[src/rtl/core/mm4_pkg.sv]
`timescale 1ns / 1ps
`default_nettype none
// ----------------------------------------------------------------------------
// mm4_pkg
// Shared types and constants for the 4x4 integer matrix multiplier.
// ----------------------------------------------------------------------------
package mm4_pkg;

  localparam int DIM    = 4;
  localparam int IDX_W  = 2;
  localparam int ADDR_W = 2 * IDX_W;
  localparam int DEPTH  = 1 << ADDR_W;
  localparam int DATA_W = 32;

  localparam logic REQ_LOAD = 1'b0;
  localparam logic REQ_MUL  = 1'b1;
  localparam logic MAT_A    = 1'b0;
  localparam logic MAT_B    = 1'b1;

  localparam logic [IDX_W-1:0] IDX_LAST = IDX_W'(DIM - 1);

  typedef struct packed {
    logic                     req_type;
    logic                     which_matrix;
    logic [IDX_W-1:0]         col_index;
    logic [IDX_W-1:0]         row_index;
    logic signed [DATA_W-1:0] elem_value;
  } in_item_t;

  typedef struct packed {
    logic [IDX_W-1:0]         out_col;
    logic [IDX_W-1:0]         out_row;
    logic signed [DATA_W-1:0] product_value;
    logic                     is_last;
  } out_item_t;

  typedef struct packed {
    logic clear;
    logic issue;
  } mac_ctrl_t;

  typedef enum logic [1:0] {
    ST_IDLE,
    ST_ISSUE,
    ST_DRAIN,
    ST_EMIT
  } state_t;

endpackage
`default_nettype wire

[src/rtl/core/int_matrix_multiply_4x4_top.sv]
`timescale 1ns / 1ps
`default_nettype none
// ----------------------------------------------------------------------------
// int_matrix_multiply_4x4_top
// Integer matrix product C = A * B over two stored DIM x DIM matrices.
//
// Items enter on the in_ channel (valid/ready). A load item writes one
// element of A or B; loads outside DIM are dropped. A multiply item
// produces DIM*DIM result items on the out_ channel in column order, each
// with its column, row and a last marker on the final one. Each product
// element issues DIM reads into the one shared multiply-accumulate unit,
// waits for its product and sum registers to drain, and then holds on the
// output until taken. in_ready is low for the whole multiply. When the
// receiver stalls, the result item holds on out_ and the sequencer waits.
// Reset clears the control state only; matrix elements hold no value
// until loaded.
// ----------------------------------------------------------------------------
module int_matrix_multiply_4x4_top import mm4_pkg::*; (
  input  wire logic      clk,
  input  wire logic      rst_n,
  input  wire logic      in_valid,
  output logic           in_ready,
  input  wire in_item_t  in_item,
  output logic           out_valid,
  input  wire logic      out_ready,
  output out_item_t      out_item
);

  logic              load_ok;
  logic              wr_a;
  logic              wr_b;
  logic [ADDR_W-1:0] wr_addr;
  logic [ADDR_W-1:0] a_addr;
  logic [ADDR_W-1:0] b_addr;
  logic [DATA_W-1:0] a_data;
  logic [DATA_W-1:0] b_data;
  logic [DATA_W-1:0] acc;
  logic              mac_busy;
  mac_ctrl_t         mac_ctrl;
  logic [IDX_W-1:0]  col;
  logic [IDX_W-1:0]  row;
  logic              last;

  assign load_ok = in_valid && in_ready && (in_item.req_type == REQ_LOAD)
                   && ({1'b0, in_item.col_index} < (IDX_W + 1)'(DIM))
                   && ({1'b0, in_item.row_index} < (IDX_W + 1)'(DIM));
  assign wr_a    = load_ok && (in_item.which_matrix == MAT_A);
  assign wr_b    = load_ok && (in_item.which_matrix == MAT_B);
  assign wr_addr = {in_item.col_index, in_item.row_index};

  mm4_ram #(.WIDTH(DATA_W), .DEPTH(DEPTH)) u_ram_a (
    .clk     (clk),
    .wr_en   (wr_a),
    .wr_addr (wr_addr),
    .wr_data (in_item.elem_value),
    .rd_addr (a_addr),
    .rd_data (a_data)
  );

  mm4_ram #(.WIDTH(DATA_W), .DEPTH(DEPTH)) u_ram_b (
    .clk     (clk),
    .wr_en   (wr_b),
    .wr_addr (wr_addr),
    .wr_data (in_item.elem_value),
    .rd_addr (b_addr),
    .rd_data (b_data)
  );

  mm4_seq u_seq (
    .clk       (clk),
    .rst_n     (rst_n),
    .in_valid  (in_valid),
    .in_req    (in_item.req_type),
    .in_ready  (in_ready),
    .out_valid (out_valid),
    .out_ready (out_ready),
    .mac_busy  (mac_busy),
    .mac_ctrl  (mac_ctrl),
    .a_addr    (a_addr),
    .b_addr    (b_addr),
    .col       (col),
    .row       (row),
    .last      (last)
  );

  mm4_mac u_mac (
    .clk    (clk),
    .rst_n  (rst_n),
    .ctrl   (mac_ctrl),
    .a_data (a_data),
    .b_data (b_data),
    .busy   (mac_busy),
    .acc    (acc)
  );

  always_comb begin
    out_item.out_col       = col;
    out_item.out_row       = row;
    out_item.product_value = acc;
    out_item.is_last       = last;
  end

  a_no_overlap: assert property (@(posedge clk) disable iff (!rst_n)
    !(in_ready && out_valid))
    else $error("input accepted while a result item is pending");

  a_last_returns: assert property (@(posedge clk) disable iff (!rst_n)
    out_valid && out_ready && out_item.is_last |=> in_ready)
    else $error("block not idle after the last result item");

  a_next_recomputes: assert property (@(posedge clk) disable iff (!rst_n)
    out_valid && out_ready && !out_item.is_last |=> !out_valid && !in_ready)
    else $error("result item shown before its sum was computed");

  a_no_emit_busy: assert property (@(posedge clk) disable iff (!rst_n)
    out_valid |-> !mac_busy)
    else $error("result item shown while the accumulator is still summing");

endmodule
`default_nettype wire

[src/rtl/core/mm4_ram.sv]
`timescale 1ns / 1ps
`default_nettype none
// ----------------------------------------------------------------------------
// mm4_ram
// Generic single-write, single-read RAM with a registered read port.
// ----------------------------------------------------------------------------
module mm4_ram #(
  parameter int WIDTH = 32,
  parameter int DEPTH = 16
) (
  input  wire logic                     clk,
  input  wire logic                     wr_en,
  input  wire logic [$clog2(DEPTH)-1:0] wr_addr,
  input  wire logic [WIDTH-1:0]         wr_data,
  input  wire logic [$clog2(DEPTH)-1:0] rd_addr,
  output logic      [WIDTH-1:0]         rd_data
);

  logic [WIDTH-1:0] mem [DEPTH];

  always_ff @(posedge clk) begin
    if (wr_en) begin
      mem[wr_addr] <= wr_data;
    end
    rd_data <= mem[rd_addr];
  end

endmodule
`default_nettype wire

[src/rtl/core/mm4_mac.sv]
`timescale 1ns / 1ps
`default_nettype none
// ----------------------------------------------------------------------------
// mm4_mac
// Shared multiply-accumulate unit: registered product, then wrapping sum.
// ----------------------------------------------------------------------------
module mm4_mac import mm4_pkg::*; (
  input  wire logic              clk,
  input  wire logic              rst_n,
  input  wire mac_ctrl_t         ctrl,
  input  wire logic [DATA_W-1:0] a_data,
  input  wire logic [DATA_W-1:0] b_data,
  output logic                   busy,
  output logic      [DATA_W-1:0] acc
);

  logic              dv_r, dv_nxt;
  logic              pv_r, pv_nxt;
  logic [DATA_W-1:0] prod_r, prod_nxt;
  logic [DATA_W-1:0] acc_r, acc_nxt;

  always_comb begin
    dv_nxt   = ctrl.issue;
    pv_nxt   = dv_r;
    prod_nxt = dv_r ? a_data * b_data : prod_r;
    if (ctrl.clear) begin
      acc_nxt = '0;
    end else if (pv_r) begin
      acc_nxt = acc_r + prod_r;
    end else begin
      acc_nxt = acc_r;
    end
  end

  always_ff @(posedge clk) begin
    if (!rst_n) begin
      dv_r <= 1'b0;
      pv_r <= 1'b0;
    end else begin
      dv_r <= dv_nxt;
      pv_r <= pv_nxt;
    end
    prod_r <= prod_nxt;
    acc_r  <= acc_nxt;
  end

  assign busy = dv_r | pv_r;
  assign acc  = acc_r;

endmodule
`default_nettype wire

[src/rtl/core/mm4_seq.sv]
`timescale 1ns / 1ps
`default_nettype none
// ----------------------------------------------------------------------------
// mm4_seq
// Sequencer that walks the product elements and the inner index.
// ----------------------------------------------------------------------------
module mm4_seq import mm4_pkg::*; (
  input  wire logic              clk,
  input  wire logic              rst_n,
  input  wire logic              in_valid,
  input  wire logic              in_req,
  output logic                   in_ready,
  output logic                   out_valid,
  input  wire logic              out_ready,
  input  wire logic              mac_busy,
  output mac_ctrl_t              mac_ctrl,
  output logic      [ADDR_W-1:0] a_addr,
  output logic      [ADDR_W-1:0] b_addr,
  output logic      [IDX_W-1:0]  col,
  output logic      [IDX_W-1:0]  row,
  output logic                   last
);

  state_t           state_r, state_nxt;
  logic [IDX_W-1:0] c_r, c_nxt;
  logic [IDX_W-1:0] r_r, r_nxt;
  logic [IDX_W-1:0] k_r, k_nxt;
  logic             start;
  logic             emit_done;

  assign start     = (state_r == ST_IDLE) && in_valid && (in_req == REQ_MUL);
  assign emit_done = (state_r == ST_EMIT) && out_ready;
  assign last      = (c_r == IDX_LAST) && (r_r == IDX_LAST);

  always_comb begin
    state_nxt = state_r;
    case (state_r)
      ST_IDLE: begin
        if (start) begin
          state_nxt = ST_ISSUE;
        end
      end
      ST_ISSUE: begin
        if (k_r == IDX_LAST) begin
          state_nxt = ST_DRAIN;
        end
      end
      ST_DRAIN: begin
        if (!mac_busy) begin
          state_nxt = ST_EMIT;
        end
      end
      ST_EMIT: begin
        if (out_ready) begin
          state_nxt = last ? ST_IDLE : ST_ISSUE;
        end
      end
      default: state_nxt = ST_IDLE;
    endcase
  end

  always_comb begin
    in_ready       = (state_r == ST_IDLE);
    out_valid      = (state_r == ST_EMIT);
    mac_ctrl.issue = (state_r == ST_ISSUE);
    mac_ctrl.clear = (state_r == ST_ISSUE) && (k_r == '0);
  end

  always_comb begin
    c_nxt = c_r;
    r_nxt = r_r;
    k_nxt = k_r;
    if (start) begin
      c_nxt = '0;
      r_nxt = '0;
      k_nxt = '0;
    end else if (state_r == ST_ISSUE) begin
      k_nxt = (k_r == IDX_LAST) ? '0 : k_r + 1'b1;
    end else if (emit_done && !last) begin
      if (r_r == IDX_LAST) begin
        r_nxt = '0;
        c_nxt = c_r + 1'b1;
      end else begin
        r_nxt = r_r + 1'b1;
      end
    end
  end

  always_ff @(posedge clk) begin
    if (!rst_n) begin
      state_r <= ST_IDLE;
      c_r     <= '0;
      r_r     <= '0;
      k_r     <= '0;
    end else begin
      state_r <= state_nxt;
      c_r     <= c_nxt;
      r_r     <= r_nxt;
      k_r     <= k_nxt;
    end
  end

  assign a_addr = {k_r, r_r};
  assign b_addr = {c_r, k_r};
  assign col    = c_r;
  assign row    = r_r;

endmodule
`default_nettype wire

[config.mk]
export PLATFORM = sky130hd
export DESIGN_NAME = int_matrix_multiply_4x4_top
export DESIGN_NICKNAME = d
export VERILOG_FILES = /design/src/rtl/core/mm4_pkg.sv /design/src/rtl/core/int_matrix_multiply_4x4_top.sv /design/src/rtl/core/mm4_ram.sv /design/src/rtl/core/mm4_mac.sv /design/src/rtl/core/mm4_seq.sv
export SDC_FILE = /design/constraint.sdc
export NUM_CORES = 2
export LEC_CHECK = 0
export BUFFER_PORTS_ARGS = -buffer_cell sky130_fd_sc_hd__buf_2
export CORE_UTILIZATION = 50
export CTS_CLUSTER_DIAMETER = 200
export CTS_CLUSTER_SIZE = 16
export DETAILED_ROUTE_END_ITERATION = 6
export PLACE_DENSITY_LB_ADDON = 0.15
export SYNTH_ARGS = -nofsm -noshare
export SYNTH_HDL_FRONTEND = slang
export SYNTH_HIERARCHICAL = 1
export SYNTH_SLANG_ARGS = --single-unit
[constraint.sdc]
create_clock -name clk -period 10.4 [get_ports clk]
set_input_delay 0 -clock clk [delete_from_list [all_inputs] [get_ports clk]]
set_output_delay 0 -clock clk [all_outputs]
set_load 0.02 [all_outputs]
======== After elaboration in Yosys (flattened, before gate mapping) ========
Memory sizes are Yosys's and may differ from the RTL's. A register that Yosys moved wholly into a read port is not among the register bits.
Index checks and enable logic that the tools add are counted.
storage, ports and cells
  bits in registers ....................... 74
  latch bits .............................. 0
  bits in writable memories ............... 1,024
  ROM bits ................................ 0
  bits of input ports ..................... 42
  output and inout bits ................... 39
  memories ................................ 2
operators by class
  add/subtract/negate cells ............... 4
  multiply operators ...................... 1
  divide/modulo/power cells ............... 0
  order comparisons ....................... 0
  equal/unequal tests ..................... 10
  shifts and indexed selects .............. 0
  muxes and demuxes ....................... 12
  bitwise gates (word level) .............. 5
  reductions and logical operators ........ 16
memories
  name         words  width  rd ports  clocked after Yosys merged registers in  wr ports  RTL line       RTL
  u_ram_a.mem  16     32     1         1                                        1         mm4_ram.sv:19  logic [WIDTH-1:0] mem [DEPTH];
  u_ram_b.mem  16     32     1         1                                        1         mm4_ram.sv:19
operators with widths
  operator               count
  $add A32 B32 Y32       1
  $mul A32 B32 Y32       1
  $mux W2                6
  $eq A2 B2 Y1 const B   5
  $logic_and A1 B1 Y1    9
  $pmux W2 S4            1
  $add A2 B1 Y2 const B  3
  $ne A2 B1 Y1 const B   3
  $mux W1                5
  $logic_not A2 Y1       2
  $not A1 Y1             4
  $reduce_and A4 Y1      1
  $reduce_and A3 Y1      1
  $eq A2 B1 Y1 const B   1
  $ne A2 B2 Y1 const B   1
  $reduce_and A2 Y1      1
  $reduce_or A2 Y1       1
  $logic_not A1 Y1       1
  $or A1 B1 Y1           1

======== Depth between registers and ports, before layout ========
  word-level depth ........................ 6
  depth in mapped cells ................... 27

======== Hierarchy ========
The synthesis kept the hierarchy.
modules (own cells, without submodules)
  module                       times used  cells an instance  area each (um^2)  sequential area each (um^2)
  mm4_ram (u_ram_b)            1           838                19,854.0          16,015.4
  mm4_ram (u_ram_a)            1           838                19,835.3          16,015.4
  mm4_mac                      1           2,131              19,409.9          1,641.6
  mm4_seq                      1           64                 556.8             160.2
  int_matrix_multiply_4x4_top  1           3                  31.3              0.0

======== Worst setup path after synthesis ========
Ideal clock, no wire load.
  kind .................................... flip-flop to flip-flop
  start point ............................. reg u_ram_b.rd_data[2], read port of u_ram_b.mem
  end point ............................... reg u_mac.prod_r[30] (data pin)
  data arrival time ....................... 6.688 ns
  required time ........................... 10.138 ns
  setup slack ............................. 3.449 ns
  cell stages (with the launch flop) ...... 25
  path through ............................ dfxtp_1 > clkbuf_1 > clkbuf_1 > nand2_1 > fa_1 > fa_1 > fa_1 > fa_1 > inv_1 > fa_1 > inv_1 > fa_1 > fa_1 > fa_1 > inv_1 > ha_1 > a21o_1 > a21oi_1 > nor2b_1 > a311oi_1 > o21a_1 > a31oi_1 > a221oi_1 > a21oi_1 > xor2_1
between the ends
  longest elaborated chain between the ends .. 1
ends and longest elaborated chain
  element                 RTL line       RTL
  start: declaration      mm4_ram.sv:16  output logic [WIDTH-1:0] rd_data
  $mul A32 B32 Y32        mm4_mac.sv:25  prod_nxt = dv_r ? a_data * b_data : prod_r;
  end signal: assignment  mm4_mac.sv:43  prod_r <= prod_nxt;
  end: declaration        mm4_mac.sv:19  logic [DATA_W-1:0] prod_r, prod_nxt;
Every way passes these cells.
A chain may end at the register's enable or synchronous reset.

======== Worst setup path in the final report ========
  start point ............................. reg u_ram_b.rd_data[6], read port of u_ram_b.mem
  end point ............................... reg u_mac.prod_r[30] (data pin)
Same word-level chain as after synthesis.

==> impl_metrics.csv <==
group,metric,value,unit
run_status,status,"complete, no violations",
yosys,ys_types,76,
finish,finish.net_count,4569,
clock_network,cts_htree_levels,3,
drt,number_of_optimization_iterations_in_the_first_detailed_route_pass,6,
sta,maxSlewViolCount,0,
finish,finalNonFillerCells,5543,
yosys,synthArstFlopShare,0,
sta,worst_slew_pin_slew,1160,ps
worst_setup_path,worstPathRequired,10790,ps
yosys,syn-mean-instance-area,15.4,um^2
sta,fin_skew,57.9,ps
floorplanning,dieArea,121000,um^2
clock_network,numCtsBuffers,82,
finish,drive_above_1_share,0.141,
worst_setup_path,startpoint_type,"register",
worst_setup_path,family_with_the_most_delay_on_the_worst_path,"adder cells",
sta,report.final.setup_viol,0,
yosys,yosysWarningCount,6,
grt,antenna_found_initial,3,
worst_setup_path,timing.rr.start,"u_ram_b/rd_data[6]",
yosys,synth_enable_flop_cells,1056,
worst_setup_path,end_kind,"register",
worst_setup_path,rrSetupSlack,2820,ps
sta,min_period_over_period,0.729,
grt,grt_max_degree,105,
clock_network,cts-root-buf,"sky130_fd_sc_hd__clkbuf_16",
sta,setup_repair_after_global_routing_missed_its_margin,"false",
drt,drcViolationCount,0,
drt,dr.first_iter.drc_count,2671,
worst_setup_path,crit_type,"reg -> reg",
worst_hold_path,holdPathStages,2,
worst_hold_path,worst_hold_startpoint,"in_item[32]",
grt,grt_first_pass_wirelength,214,mm
worst_setup_path,critical_path.most_common_cell,"sky130_fd_sc_hd__fa_1",
clock_network,hold_buffers,39,
placement,placedInstanceArea,62000,um^2
sta,maxClockFrequency,132,MHz
drt,routed_wire_length_per_instance,25.7,um
drt,drt.antenna.violating_nets,0,
sta,worst_setup_slack_after_layout,2820,ps
drt,via_total_after_detailed_routing,32200,
yosys,post_synth_instance_area,59700,um^2
yosys,synthCells,3874,
job,drv.max_cap_violation_count,0,
grt,gr-usage-all-layers,0.240,
floorplanning,coreArea,118000,um^2
finish,finalInstanceArea,64700,um^2
floorplanning,die_w,348,um
clock_network,clock_insertion_delay_worst_skew,700,ps
worst_setup_path,timing.critical_path.arrival,7980,ps
yosys,yosys_most_used_dff,"sky130_fd_sc_hd__edfxtp_1",
yosys,seq_area_frac_synth,0.567,
sta,maxSlewHeadroom,0.226,
floorplanning,starting_density_of_the_core,0.505,
drt,finalWirelength,143,mm
drt,via_per_inst,5.80,
worst_setup_path,critical_path_slowest_stage_cell,"sky130_fd_sc_hd__dfxtp_1",
clock_network,cts.sinks,1162,
placement,placed_cells_incl_taps,5369,
sta,setup-tns-final,0,ps
floorplanning,top_level_ports,81,
worst_setup_path,crit_buf_inv,4,
grt,number_of_global_route_vias_before_repair,33700,
worst_hold_path,holdCritPathClass,"in -> reg",
worst_setup_path,worstReg2RegEnd,"u_mac/prod_r[30]",
placement,pre_cts_worst_setup_slack,2840,ps
placement,port_buffers,80,
worst_setup_path,timing.critical_path.slowest_cell_delay,930,ps
clock_network,postCtsSetupRepairBufs,0,
worst_hold_path,hold_path_end,"u_ram_a/mem[4][22]",
grt,gr-total-overflow,0,
worst_setup_path,crit_path_max_fanout,26,
clock_network,clkSlewWorstSetupHoldPaths,110,ps
finish,area.growth.synth_to_final,8.43,%
floorplanning,num_rows,126,
clock_network,clock_tree.buffer_depth,3,
placement,gpl.final_weighted_congestion,0.886,
clock_network,cts_resized,0,
yosys,postSynthNetCount,4487,
clock_network,cts_tree,"done",
worst_setup_path,rr_worst_depth,23,
yosys,ys_seq_elements,1162,
placement,post-dp-hpwl,92.3,mm
sta,period_needed,7580,ps
worst_setup_path,path_cells,"and2_1 -> fa_1 -> fa_1 -> inv_1 -> fa_1 -> fa_1 -> inv_1 -> fa_1 -> inv_1 -> fa_1 -> fa_1 -> fa_1 -> inv_1 -> ha_1 -> a21o_1 -> a21oi_1 -> nor2b_1 -> a311oi_1 -> o21a_1 -> a31oi_1 -> a221oi_1 -> a21oi_1 -> xor2_1",
sta,hold_viol_final,0,
floorplanning,chipHeight,348,um
-- how the worst max path moves through the flow --
| stage | start | endpoint | slack, ps | cells past startpoint |
|---|---|---|---|---|
| after floorplan | u_ram_b/rd_data[2] | u_mac/prod_r[30] | 3450 | 24 |
| after detailed placement | u_ram_b/rd_data[6] | u_mac/prod_r[30] | 2840 | 23 |
| after CTS | u_ram_b/rd_data[6] | u_mac/prod_r[30] | 2760 | 23 |
| final | u_ram_b/rd_data[6] | u_mac/prod_r[30] | 2820 | 23 |
| after global placement | u_ram_b/rd_data[6] | u_mac/prod_r[30] | 2970 | 23 |
| after global routing | u_ram_b/rd_data[6] | u_mac/prod_r[30] | 2470 | 23 |
-- logic make-up (layout without fill, tap and decap cells) --
kind of cell | count (synthesis) | after routing | synth area share
flip-flops | 1162 | 1162 | 0.567
AND/OR/NAND/NOR | 839 | 839 | 0.0694
buffers and inverters | 607 | 739 | 0.0405
adder cells (fa/ha/maj) | 571 | 571 | 0.171
AO/OA/AOI/OAI | 317 | 317 | 0.0371
multiplexers | 274 | 274 | 0.0996
XOR/XNOR | 104 | 104 | 0.0153
other | 0 | 1 | 0
-- through the flow --
step           hold slack, ps  utilization
2_1_floorplan            98.9            -
3_5_place_dp              301        0.524
5_1_grt                  23.6        0.547
4_1_cts                 0.369        0.547
3_3_place_gp              296        0.524
6_report                 45.2        0.547
-- cells in the mapped netlist, drive strengths merged (4+ instances only) --
library cell  instances  share of area
nor3                 31         0.0026
a211oi               10         0.0013
fa                  409           0.14
and3                  9        0.00094
nor2b                17         0.0019
nand2               367          0.023
nand2b               15         0.0016
xnor2                76          0.011
a31oi                 4        0.00042
xor2                 28         0.0041
nand4                 4        0.00042
buf                  64         0.0064
mux2i                17         0.0029
o21ai                32         0.0027
a21o                 21         0.0026
ha                  162          0.034
and2                280          0.029
or2                   5        0.00052
o211ai                4        0.00059
o21a                 10         0.0013
nor2                 75         0.0047
nand3                11        0.00092
a311oi                4        0.00059
clkbuf              128         0.0080
o21bai                9         0.0012
edfxtp             1056           0.53
mux4                256          0.097
a22oi               128          0.016
inv                 414          0.026
a21oi                60         0.0050
or3                   7        0.00073
nand3b                6        0.00075
dfxtp               106          0.036
-- final cells by class --
| type | count | area [um^2] |
|---|---|---|
| clock inverters | 5 | 78.8 |
| flip-flops and latches | 1162 | 33800 |
| repair buffers | 190 | 1340 |
| inverters | 415 | 1560 |
| diodes | 1 | 2.50 |
| clock buffers | 129 | 2270 |
| multi-input cells | 2105 | 23700 |
| fillers | 9549 | 53500 |
| well taps | 1536 | 1920 |
-- layout by cell type (no fill, tap or decap), types with 23 or more instances in the layout --
| master | n |
|---|---|
| sky130_fd_sc_hd__nor3_1 | 23 |
| sky130_fd_sc_hd__nor2_1 | 49 |
| sky130_fd_sc_hd__nand2_1 | 367 |
| sky130_fd_sc_hd__inv_1 | 414 |
| sky130_fd_sc_hd__mux4_2 | 256 |
| sky130_fd_sc_hd__ha_1 | 162 |
| sky130_fd_sc_hd__clkbuf_16 | 84 |
| sky130_fd_sc_hd__clkbuf_1 | 45 |
| sky130_fd_sc_hd__nor2_4 | 26 |
| sky130_fd_sc_hd__fa_1 | 409 |
| sky130_fd_sc_hd__xor2_1 | 28 |
| sky130_fd_sc_hd__and2_1 | 275 |
| sky130_fd_sc_hd__edfxtp_1 | 1056 |
| sky130_fd_sc_hd__dlygate4sd3_1 | 39 |
| sky130_fd_sc_hd__a22oi_1 | 128 |
| sky130_fd_sc_hd__buf_2 | 80 |
| sky130_fd_sc_hd__a21oi_1 | 60 |
| sky130_fd_sc_hd__xnor2_1 | 76 |
| sky130_fd_sc_hd__buf_4 | 70 |
| sky130_fd_sc_hd__dfxtp_1 | 102 |
-- sequential cells by signal (all words and copies together), names as in the netlist, 32 cells and up --
register / cells
u_mac/acc: 32
u_mac/prod_r: 32
u_ram_a/mem: 512
u_ram_a/rd_data: 32
u_ram_b/mem: 512
u_ram_b/rd_data: 32
-- worst register-to-register path, stage by stage (launching register included) --
cell and delay [ps]:
sky130_fd_sc_hd__dfxtp_1 930, sky130_fd_sc_hd__and2_1 260, sky130_fd_sc_hd__fa_1 440, sky130_fd_sc_hd__fa_1 510
sky130_fd_sc_hd__inv_1 50, sky130_fd_sc_hd__fa_1 470, sky130_fd_sc_hd__fa_1 500, sky130_fd_sc_hd__inv_1 50
sky130_fd_sc_hd__fa_1 500, sky130_fd_sc_hd__inv_1 50, sky130_fd_sc_hd__fa_1 550, sky130_fd_sc_hd__fa_1 430
sky130_fd_sc_hd__fa_1 490, sky130_fd_sc_hd__inv_1 60, sky130_fd_sc_hd__ha_1 340, sky130_fd_sc_hd__a21o_1 180
sky130_fd_sc_hd__a21oi_1 130, sky130_fd_sc_hd__nor2b_1 60, sky130_fd_sc_hd__a311oi_1 330, sky130_fd_sc_hd__o21a_1 180
sky130_fd_sc_hd__a31oi_1 60, sky130_fd_sc_hd__a221oi_1 390, sky130_fd_sc_hd__a21oi_1 140, sky130_fd_sc_hd__xor2_1 170
-- layer usage --
metal | routed length (um) | vias to the layer above | global-route usage
met3 | 8750 | 154 | 0.0322
met5 | 0 | - | 0
li1 | - | 13900 | -
met2 | 70500 | 956 | 0.404
met4 | 2670 | 0 | 0.0521
met1 | 60600 | 17100 | 0.336
Power is not shown: default switching activity piles up to over one toggle a cycle in this logic, so the estimate is an artifact.
